==> src/rtl/sixma_pkg.sv <==
// ----------------------------------------------------------------------------
// sixma_pkg
// Shared types and constants for the six-axis moving-average filter.
// ----------------------------------------------------------------------------
package sixma_pkg;

   // number of channels: three acceleration, three rotation rate
   localparam int AXES = 6;

   // width of one raw sample and of one average
   localparam int SAMPLE_W = 16;

   // default window length in samples
   localparam int WINDOW_DEF = 50;

   // lane order of a six-axis vector
   localparam int LANE_ACCEL_X = 0;
   localparam int LANE_ACCEL_Y = 1;
   localparam int LANE_ACCEL_Z = 2;
   localparam int LANE_GYRO_X  = 3;
   localparam int LANE_GYRO_Y  = 4;
   localparam int LANE_GYRO_Z  = 5;

   // one six-axis sample, lane i holds a two's complement value
   typedef logic [AXES-1:0][SAMPLE_W-1:0] axes_type;

endpackage

==> src/rtl/sixma_ring.sv <==
// ----------------------------------------------------------------------------
// sixma_ring
// Sample ring: one entry per window slot, registered read, per-entry valid
// bits so that unwritten slots read as zero, write-to-read forwarding.
// ----------------------------------------------------------------------------
module sixma_ring #(
   parameter int WINDOW = sixma_pkg::WINDOW_DEF,
   parameter int ADDR_W = (WINDOW > 1) ? $clog2(WINDOW) : 1
) (
   input  logic                clock,
   input  logic                reset,
   input  logic                rd_en,
   input  logic [ADDR_W-1:0]   rd_addr,
   input  logic                wr_en,
   input  logic [ADDR_W-1:0]   wr_addr,
   input  sixma_pkg::axes_type wr_data,
   output sixma_pkg::axes_type rd_data
);

   sixma_pkg::axes_type mem [WINDOW];
   logic [WINDOW-1:0]   slot_vld_ff;
   sixma_pkg::axes_type rd_data_ff;
   sixma_pkg::axes_type fwd_data_ff;
   logic                rd_vld_ff;
   logic                fwd_ff;

   // storage write
   always_ff @(posedge clock) begin
      if (wr_en) begin
         mem[wr_addr] <= wr_data;
      end
   end

   // registered read, with the write of the same edge forwarded
   always_ff @(posedge clock) begin
      if (rd_en) begin
         rd_data_ff  <= mem[rd_addr];
         fwd_data_ff <= wr_data;
      end
   end

   // slot valid bits, cleared at reset so the ring reads as zero-filled
   always_ff @(posedge clock) begin
      if (reset) begin
         slot_vld_ff <= '0;
         rd_vld_ff   <= 1'b0;
         fwd_ff      <= 1'b0;
      end else begin
         if (wr_en) begin
            slot_vld_ff[wr_addr] <= 1'b1;
         end
         if (rd_en) begin
            rd_vld_ff <= slot_vld_ff[rd_addr];
            fwd_ff    <= wr_en && (wr_addr == rd_addr);
         end
      end
   end

   // read data select
   always_comb begin
      priority if (fwd_ff) begin
         rd_data = fwd_data_ff;
      end else if (rd_vld_ff) begin
         rd_data = rd_data_ff;
      end else begin
         rd_data = '0;
      end
   end

endmodule

==> config.mk <==
export PLATFORM = sky130hd
export DESIGN_NAME = sixma_ring
export DESIGN_NICKNAME = d
export VERILOG_FILES = /design/src/rtl/sixma_pkg.sv /design/src/rtl/sixma_ring.sv
export SDC_FILE = /design/constraint.sdc
export NUM_CORES = 2
export LEC_CHECK = 0
export ABC_AREA = 0
export BUFFER_PORTS_ARGS = -buffer_cell sky130_fd_sc_hd__buf_2
export CAP_MARGIN = 10
export CORE_MARGIN = 5
export CORE_UTILIZATION = 35
export DETAILED_ROUTE_END_ITERATION = 8
export PLACE_DENSITY = 0.46
export SETUP_SLACK_MARGIN = 0.2
export SLEW_MARGIN = 0
export SYNTH_ARGS = -nofsm -noshare
export SYNTH_HDL_FRONTEND = slang
export SYNTH_MEMORY_MAX_BITS = 65536
export SYNTH_SLANG_ARGS = --single-unit
==> constraint.sdc <==
create_clock -name clock -period 11.9 [get_ports clock]
set_input_delay 2.38 -clock clock [delete_from_list [all_inputs] [get_ports clock]]
set_output_delay 2.38 -clock clock [all_outputs]
set_load 0.01 [all_outputs]
=== After elaboration in Yosys (flattened, before gate mapping) ===
Memories as Yosys holds them, arrays and structs flattened. A register that Yosys moved wholly into a read port is not among the register bits.
Cells that the tools add are included.
Widths: inputs -> output; s select.

* $lt $le $gt $ge: 3
* Reductions and logical operators: 2
* Muxes and demuxes: 8
* Bitwise logic cells: 1
* Equal/unequal tests: 1

{| class="wikitable"
|+ Operators with widths
! cell !! number
|-
| $mux 96 || 2
|-
| $or 50x50->50 || 1
|-
| $lt 6x7->1 const B || 2
|-
| $bmux 1 s6 || 1
|-
| $demux 1 s6 || 1
|-
| $eq 6x6->1 || 1
|-
| $ge 6x1->1 const B || 1
|-
| $mux 1 || 4
|-
| $logic_and 1x1->1 || 2
|}

* Memory bits (writable): 4,800
* Memories kept: 1
* Register bits: 148
* Output and inout bits: 96
* Word-level logic and storage cells: 25

{| class="wikitable"
|+ Memory list
! memory !! depth !! bits a word !! rd ports !! clocked after memory_dff !! wr ports !! RTL line !! source
|-
| mem || 50 || 96 || 1 || 1 || 1 || sixma_ring.sv:20 || <nowiki>sixma_pkg::axes_type mem [WINDOW];</nowiki>
|}

=== Longest topological paths before layout ===
* Word-level depth: 5
* Mapped depth: 10

=== Least setup slack after synthesis ===
Ideal clock, no wire load.

* Kind: input to register
* From: input port wr_addr[0]
* To: memory mem[41][0] (netlist name), enable pin
* Setup time: 0.553 ns
* Cell stages on the path: 4
* Arrival: 7.502 ns
* Buffers on the path: 1
* Path slack: 3.844 ns
* Cells stage by stage: clkbuf_1 or3b_2 or2_2 nor2_1

{| class="wikitable"
|+ RTL lines
! what !! RTL line !! source
|-
| start, declared || sixma_ring.sv:15 || <nowiki>input logic [ADDR_W-1:0] wr_addr,</nowiki>
|-
| end, declared || sixma_ring.sv:20 ||
|}

Straight into the memory's write port.

==> flow_metrics.py <==
metrics = {
    "outcome": {
        "status": "completed",
    },
    "synth": {
        "seq_area_frac_synth": 0.791,
        "syn-cell-area_um2": 191000,
        "yosysUniqueCellTypes": 40,
        "synth_top_family_by_area": "multiplexers",
        "muxShareOfSynthArea": 0.147,
        "synth_top_area_share": 0.786,
        "synthTopCellsByArea": "edfxtp_1 79%, mux4_2 13%, mux2i_1 2.0%",
        "synthFlopType": "edfxtp_1",
        "yosys.area.top_type": "edfxtp_1",
        "syn-num-nets": 8584,
        "synth_xor_xnor_area_share": 0.000275,
        "syn_area_per_cell_um2": 22.5,
        "synth_edf_count": 4992,
        "synth-compound-area-share": 0.0381,
        "synth_fa_ha_area_frac": 0,
        "synth-async-reset-ratio": 0,
        "syn_inst": 8472,
        "synth-seq-cells": 5044,
        "yosys_warnings": 0,
        "synth-simple-area-share": 0.0115,
    },
    "final_layout": {
        "fin_nets": 9086,
        "fin_cells": 16700,
        "fin_area_um2": 219000,
        "drive_above_1_share": 0.245,
        "syn2layout_area_growth_pct": 14.7,
        "layout_common_cells": "4992 x edfxtp_1, 1069 x mux4_2, 559 x clkbuf_16, 390 x mux2i_1, 201 x buf_2",
        "final_common_cell": "edfxtp_1",
    },
    "cts": {
        "cts_tree": "yes",
        "cts_buffers": 557,
        "cts.sinks": 5044,
        "clkLatencyLatePin_ps": 1070,
        "post_cts_buffers": 0,
        "cts.clk_slew.worst_paths_ps": 60,
        "cts_resized": 0,
        "cts-root-buf": "clkbuf_16",
        "cts_hold_buf": 0,
        "h-tree-depth": 6,
        "clockBufferDepth": 4,
    },
    "timing": {
        "finalCritPeriodShare": 0.578,
        "final-setup-viol-count": 0,
        "rsz0062_at_grt": "false",
        "finClkSkew_ps": 55.6,
        "fin_ws_ps": 5020,
        "max_slew_margin": 0.203,
        "fmax_mhz": 145,
        "drv_slew": 0,
        "worst_pin_slew_ps": 1200,
        "hold_viol": 0,
        "fin_crit_ps": 6880,
        "fin_setup_tns_ps": 0,
    },
    "routing": {
        "viasPerCell": 5.70,
        "drt_iter0_drc": 10100,
        "drt-pass1-iter-count": 6,
        "antenna_left": 0,
        "drc": 0,
        "vias": 94900,
        "wl_per_cell_um": 36.1,
        "routed_wl_mm": 602,
    },
    "grt": {
        "grt_antenna_before_repair": 55,
        "grt_max_degree": 120,
        "grt_usage": 0.211,
        "grt_pass1_wl_mm": 823,
        "grt_use_met3": 0.0273,
        "grt_use_met1": 0.297,
        "grtUsageMet2": 0.352,
        "globalRoute.totalOverflow": 0,
        "grt_pass1_vias": 96900,
        "grt_busiest_layer": "met2",
    },
    "setup_path": {
        "cp.arrival_ps": 4500,
        "reg2reg_depth": 5,
        "critPathKind": "reg -> out",
        "cp-start-kind": "flop",
        "crit_path_end_kind": "output pin",
        "path_common_cell": "buf_4",
        "critical_path.max_stage_delay_ps": 670,
        "cp_max_fo": 29,
        "crit_slowest_cell": "nor2b_4",
        "path_cells": "nor2b_4 > buf_4 > buf_4 > a22o_1 > buf_2",
        "cp.required_ps": 9520,
    },
    "place": {
        "dp.cells": 15600,
        "io_buffers": 207,
        "hpwl_mm": 301,
        "place_congestion": 0.741,
        "placed_cell_area_um2": 201000,
        "place_ws_ps": 5310,
    },
    "pwr": {
        "ir_worst_vdd_mv": 0.144,
        "p_sw_frac": 0.223,
        "p_total_mw": 37.9,
        "p_per_area_nw_per_um2": 173,
        "seq_power_share": 0.522,
        "pwr-share-clk": 0.433,
        "power_leakage_nw": 68.5,
        "pwr-share-comb": 0.045,
        "p_int_mw": 29.5,
        "p_sw_mw": 8.45,
    },
    "floorplan": {
        "dieArea_um2": 560000,
        "die_y_um": 748,
        "fp.coreArea_um2": 544000,
        "io_pins": 208,
        "start_util": 0.351,
        "row_count": 271,
        "fp.dieW_um": 748,
    },
    "worst_hold_path": {
        "min_path_type": "reg -> reg",
        "hold_depth": 2,
    },
    "flow_run": {
        "cap_violations": 0,
    },
}
-- flip-flops by register name (all words and copies together), names as in the netlist --
| signal | count |
|---|---|
| fwd_data_ff | 96 |
| rd_vld_ff | 1 |
| slot_vld_ff | 50 |
| fwd_ff | 1 |
| rd_data_ff | 96 |
| mem | 4800 |
-- worst max-delay path: cells and delay by family, from the launching register on --
family | cells | cell delay, ps
AND/OR/NAND/NOR | 1 | 670
flip-flops | 1 | 570
AO/OA/AOI/OAI | 1 | 550
buffers and inverters | 3 | 1490
-- kinds of logic after synthesis --
kind of cell | after synthesis
buffers and inverters | 500
AO/OA/AOI/OAI | 970
multiplexers | 1461
AND/OR/NAND/NOR | 491
flip-flops | 5044
XOR/XNOR | 6
-- cell type report --
type | instances | area (µm²)
fillers | 47900 | 325000
inverters | 2 | 7.51
well taps | 7234 | 9050
clock buffers | 697 | 14500
repair buffers | 441 | 3350
clock inverters | 299 | 2880
multi-input cells | 2928 | 38000
flip-flops and latches | 5044 | 151000
diodes | 11 | 27.5
-- cells in the mapped netlist (all sizes together), types with 3 or more instances --
cell type and count:
edfxtp 4992, mux4 1069, mux2i 390, buf 257, clkbuf 241, nand2 199, a22o 192, a22oi 192
nor2 157, and2 100, o211ai 97, a211oi 96, o21ai 96, o221ai 96, o22ai 96, o31ai 96
dfxtp 52, nor2b 7, a21oi 6, or3 6, or2 5, nand3 4, nand3b 4, or3b 3
xnor2 3, xor2 3
-- worst paths after layout --
kind                                       from               to  slack, ps
worst max register to register       mem[3][87]   rd_data_ff[87]       9620
worst max-delay path                     fwd_ff      rd_data[40]       5020
worst min-delay path            slot_vld_ff[25]  slot_vld_ff[25]        470
worst min register to register  slot_vld_ff[25]  slot_vld_ff[25]        470
-- per-layer routing --
metal,vias to the layer above,wire length (µm),share of wire
met3,766,33800,0.056
met4,12,11300,0.019
met1,53500,260000,0.43
met5,-,77,0.00013
li1,37300,-,-
met2,3352,296000,0.49
-- power by group through the flow --
stage | logic, mW | registers [mW] | clock network, mW
floorplan | 0.936 | 20.1 | 0
CTS | 1.73 | 19.8 | 16.8
global route | 1.81 | 19.8 | 17.6
finish | 1.70 | 19.8 | 16.4
global placement | 1.70 | 20.2 | 0
detailed placement | 1.73 | 20.2 | 0
-- per-stage QoR --
step,utilization,hold WS [ps]
finish,0.402,469
global route,0.402,499
CTS,0.402,472
detailed placement,0.370,459
global placement,0.370,443
floorplan,-,431
Power figures use the tool's default switching activity.
